**config.mk**
```make
export PLATFORM = sky130hd
export DESIGN_NAME = gbs_div
export DESIGN_NICKNAME = d
export VERILOG_FILES = /design/src/sv/gbs_div.sv
export SDC_FILE = /design/constraint.sdc
export NUM_CORES = 1
export LEC_CHECK = 0
export BUFFER_PORTS_ARGS = -buffer_cell sky130_fd_sc_hd__buf_2
export CAP_MARGIN = 0
export CORE_MARGIN = 2
export CORE_UTILIZATION = 55
export DETAILED_ROUTE_END_ITERATION = 8
export GPL_TIMING_DRIVEN = 0
export PLACE_DENSITY = 0.75
export SYNTH_ARGS = -nofsm -noshare
export SYNTH_HDL_FRONTEND = slang
export SYNTH_SLANG_ARGS = --single-unit
export TNS_END_PERCENT = 20
```
**constraint.sdc**
```tcl
create_clock -name i_clk -period 2.2 [get_ports i_clk]
set_input_delay 0.22 -clock i_clk [delete_from_list [all_inputs] [get_ports i_clk]]
set_output_delay 0.22 -clock i_clk [all_outputs]
set_load 0.02 [all_outputs]
```
**src/sv/gbs_div.sv**
```systemverilog
module gbs_div #(
    parameter int NW = 16,
    parameter int DW = 9,
    parameter int QW = 8,
    parameter int TW = 1
) (
    input  logic          i_clk,
    input  logic          i_rst_n,
    input  logic          i_en,
    input  logic          i_vld,
    input  logic [NW-1:0] i_num,
    input  logic [DW-1:0] i_den,
    input  logic [TW-1:0] i_tag,
    output logic          o_vld,
    output logic [QW-1:0] o_quo,
    output logic [TW-1:0] o_tag
);
    localparam int HW = NW - QW;
    localparam int CW = (HW > DW) ? HW : DW;

    logic [QW:0]   r_vld;
    logic [DW-1:0] r_rem [QW+1];
    logic [QW-1:0] r_lo  [QW+1];
    logic [QW-1:0] r_quo [QW+1];
    logic [DW-1:0] r_den [QW+1];
    logic          r_sat [QW+1];
    logic [TW-1:0] r_tag [QW+1];

    logic [CW-1:0] n_hi;
    logic          n_sat;

    assign n_hi  = CW'(i_num[NW-1:QW]);
    assign n_sat = n_hi >= CW'(i_den);

    always_ff @(posedge i_clk) begin
        if (!i_rst_n) begin
            r_vld <= '0;
        end else if (i_en) begin
            r_vld <= {r_vld[QW-1:0], i_vld};
        end
    end

    always_ff @(posedge i_clk) begin
        if (i_en) begin
            r_rem[0] <= DW'(i_num[NW-1:QW]);
            r_lo[0]  <= i_num[QW-1:0];
            r_quo[0] <= '0;
            r_den[0] <= i_den;
            r_sat[0] <= n_sat;
            r_tag[0] <= i_tag;
        end
    end

    for (genvar k = 1; k <= QW; k++) begin : g_step
        logic [DW:0] w_t;
        logic [DW:0] w_d;
        logic        w_ge;
        assign w_t  = {r_rem[k-1], r_lo[k-1][QW-k]};
        assign w_d  = w_t - {1'b0, r_den[k-1]};
        assign w_ge = w_t >= {1'b0, r_den[k-1]};
        always_ff @(posedge i_clk) begin
            if (i_en) begin
                r_rem[k] <= w_ge ? w_d[DW-1:0] : w_t[DW-1:0];
                r_lo[k]  <= r_lo[k-1];
                r_quo[k] <= {r_quo[k-1][QW-2:0], w_ge};
                r_den[k] <= r_den[k-1];
                r_sat[k] <= r_sat[k-1];
                r_tag[k] <= r_tag[k-1];
            end
        end
    end

    assign o_vld = r_vld[QW];
    assign o_quo = r_sat[QW] ? '1 : r_quo[QW];
    assign o_tag = r_tag[QW];

endmodule

```
==> flow_metrics.tcl <==
set metrics [dict create \
    gp_congestion 0.884 \
    cts_buffer_depth 3 \
    post_dp_cell_area_um2 12200 \
    antenna_found_initial 0 \
    max-cap-violations 0 \
    setup_viol 46 \
    instances_no_fill 1266 \
    grt_pass1_wl_um 30700 \
    ir_worst_vdd_mv 0.598 \
    grt_max_degree 142 \
    r2r_end "r_rem[0][39]" \
    setup_ws_ns -0.230 \
    clock-sinks 242 \
    ys_seq_area_frac 0.621 \
    min_to "r_den[0][8]" \
    synth_edf_count 233 \
    slew_headroom 0.534 \
    end_kind "register" \
    violations "setup timing" \
    fmax_ghz 0.412 \
    syn-cell-area_um2 11600 \
    die_area_um2 22200 \
    numPortBuffers 39 \
    hold_path_depth 1 \
    cts_buffers 25 \
    drive_gt1_frac 0.220 \
    synth_seq_cells 242 \
    clock_skew_ns 0.00744 \
    n_fill_cell 1443 \
    crit_fanout 10 \
    tightest_slew_ns 0.700 \
    whs_ns 0.217 \
    async_flop_share 0 \
    worstPathArrival_ns 2.69 \
    dp_hpwl_um 12100 \
    synth.net_count 969 \
    htreeDepth 1 \
    total_power_mw 15.4 \
    pin_count 40 \
    wl_um 19000 \
    die_y_um 149 \
    synth_flop_cell "edfxtp_1" \
    r2r_start "r_lo[0][28]" \
    r2r_setup_slack_ns -0.23 \
    grt_use_total 0.171 \
    synth.area.top_cells "edfxtp_1 (61%), ha_1 (8.7%), inv_1 (3.7%)" \
    worstPathRequired_ns 2.46 \
    drt-initial-drc-count 344 \
    hold_start "i_en" \
    cts_root_buf "clkbuf_16" \
    fin_area_um2 13800 \
    clk_latency_ns 0.52 \
    cts_tree "built" \
    antenna_cells 0 \
    detail_route.drc_violations 0 \
    grt_overflow 0 \
    p_leak_nw 5.44 \
    drtPass1Iterations 5 \
    yosys.area.top_type "edfxtp_1" \
    die_w_um 149 \
    avgViaCountPerCell 5.38 \
    hold_path_class "input port to register" \
    post-route-period-util 1.10 \
    rsz0062_at_grt "true" \
    antenna_left 0 \
    finalHoldViolations 0 \
    post-place-cells 1167 \
    status "complete, but fails checks" \
    syn-instance-count 852 \
    core_area_um2 20800 \
    initial_utilization 0.555 \
    syn_area_per_cell_um2 13.6 \
    path_class "register to register" \
    area_growth_pct 19.6 \
    r2r_cells 10 \
    nNetsFinal 1089 \
    finalSetupTns_ns -5.84 \
    slew_viol_final 0 \
    first_global_vias 6947 \
    clk_pin_slew_ns 0.06 \
    post-synth-top-area-fraction 0.605 \
    worstSetupStartpointType "register" \
    post-route-min-period_ns 2.43 \
    ys_types 52 \
    p_per_area_nw_per_um2 1120 \
    vias 6814 \
    synth_warnings 0 \
    post_drt_wl_per_cell_um 15.0 \
    rows 53 \
]
==> flip-flops by register name, indices dropped and copies added (netlist names) <==
| name | count |
|---|---|
| r_den | 72 |
| r_rem | 71 |
| r_lo | 36 |
| r_quo | 36 |
| r_sat | 9 |
| r_tag | 9 |
| r_vld | 9 |
==> cells in the mapped netlist, types with 3 or more instances <==
cell / number
dfxtp_1: 9
o2111ai_1: 5
nor2_1: 55
nand2b_1: 17
mux2_2: 30
mux2_1: 15
fa_1: 7
o21ai_2: 4
o31ai_1: 6
o211ai_1: 6
a311oi_1: 3
a211oi_2: 3
or2_2: 8
nand2_1: 35
mux2i_1: 15
inv_1: 114
a21oi_1: 53
o21ai_0: 19
o31ai_2: 7
edfxtp_1: 233
a221oi_1: 3
and4_1: 3
nor3_1: 4
a211oi_1: 12
xor2_1: 9
a21o_1: 8
o2111a_1: 3
a21oi_2: 4
nand4_1: 7
ha_1: 80
nor2b_1: 15
nand3_1: 6
xnor2_1: 25
==> worst max path at each step <==
stage / start / cells past startpoint / to / slack (ns)
3_5_place_dp: r_lo[0][21] / 9 / r_rem[0][29] / -0.42
3_3_place_gp: i_en / 4 / r_vld[7] / -2.56
6_report: r_lo[0][28] / 10 / r_rem[0][39] / -0.23
5_1_grt: r_lo[0][28] / 10 / r_rem[0][38] / -0.32
2_1_floorplan: r_lo[0][21] / 9 / r_rem[0][28] / -0.06
4_1_cts: r_lo[0][28] / 10 / r_rem[0][39] / -0.30
==> layer usage <==
metal,GRT usage,part of all wire
met3,0.0300,0.036
met2,0.346,0.57
met4,0.0681,0.029
met5,0,0
met1,0.169,0.37
==> worst max-delay path: stages (launching register included) <==
cell	delay [ns]
edfxtp_1	0.35
inv_1	0.08
ha_1	0.16
inv_1	0.06
fa_2	0.37
a211oi_2	0.22
o21ai_2	0.09
a31oi_2	0.20
o21a_1	0.15
buf_6	0.15
mux2_2	0.34
==> layout make-up <==
cell class / instances / area (µm²) / share of cell area
clock inverters: 17 / 168 / 0.0121
inverters: 115 / 432 / 0.0312
repair buffers: 90 / 692 / 0.0500
flip-flops and latches: 242 / 7180 / 0.519
plain buffers: 4 / 30.0 / 0.00217
well taps: 275 / 344 / 0.0249
multi-input cells: 494 / 4340 / 0.314
clock buffers: 29 / 641 / 0.0463
==> timing repair <==
item                                   4_1_cts  5_1_grt
resized for setup                           53       36
pin swaps                                   20       13
hold buffers                                29        0
endpoints found under the hold margin       35        0
setup buffers                               16        5
setup endpoints to repair                   69       65
cloned                                       2        1
==> layout by cell type (no fill, tap or decap), types with 8 or more instances in the layout <==
master / count
mux2_4: 9
xnor2_1: 25
ha_1: 70
inv_2: 9
dfxtp_1: 9
mux2_2: 29
mux2i_1: 15
or2_2: 8
nor2b_1: 15
a21oi_1: 46
o21ai_4: 8
xor2_1: 9
buf_2: 38
edfxtp_1: 233
a211oi_1: 10
nor2_1: 50
inv_1: 106
nand2b_1: 17
o21ai_0: 16
buf_4: 18
dlygate4sd3_1: 29
a21o_1: 8
nand2_1: 35
clkbuf_16: 25
==> power by group <==
group / switching (mW) / internal (mW)
Sequential: 0.333 / 6.06
Clock: 1.68 / 2.44
Combinational: 2.56 / 2.36
Total: 4.57 / 10.9
==> metrics by stage <==
step	worst slack, ns	util
3_5_place_dp	-0.425	0.584
2_1_floorplan	-0.0584	-
3_3_place_gp	-2.56	0.582
5_1_grt	-0.319	0.664
6_report	-0.230	0.664
4_1_cts	-0.298	0.656
==> cells by family after synthesis <==
kind of cell | after synthesis | synth area share
xor gates and xnor gates | 34 | 0.0258
buffers and inverters | 119 | 0.0391
muxes | 60 | 0.0568
and+or+nand+nor | 155 | 0.0645
AOI/OAI and AO/OA | 155 | 0.0944
DFF | 242 | 0.621
adders and majority gates | 87 | 0.0987
Note: power is estimated with default switching activity, not from simulation.
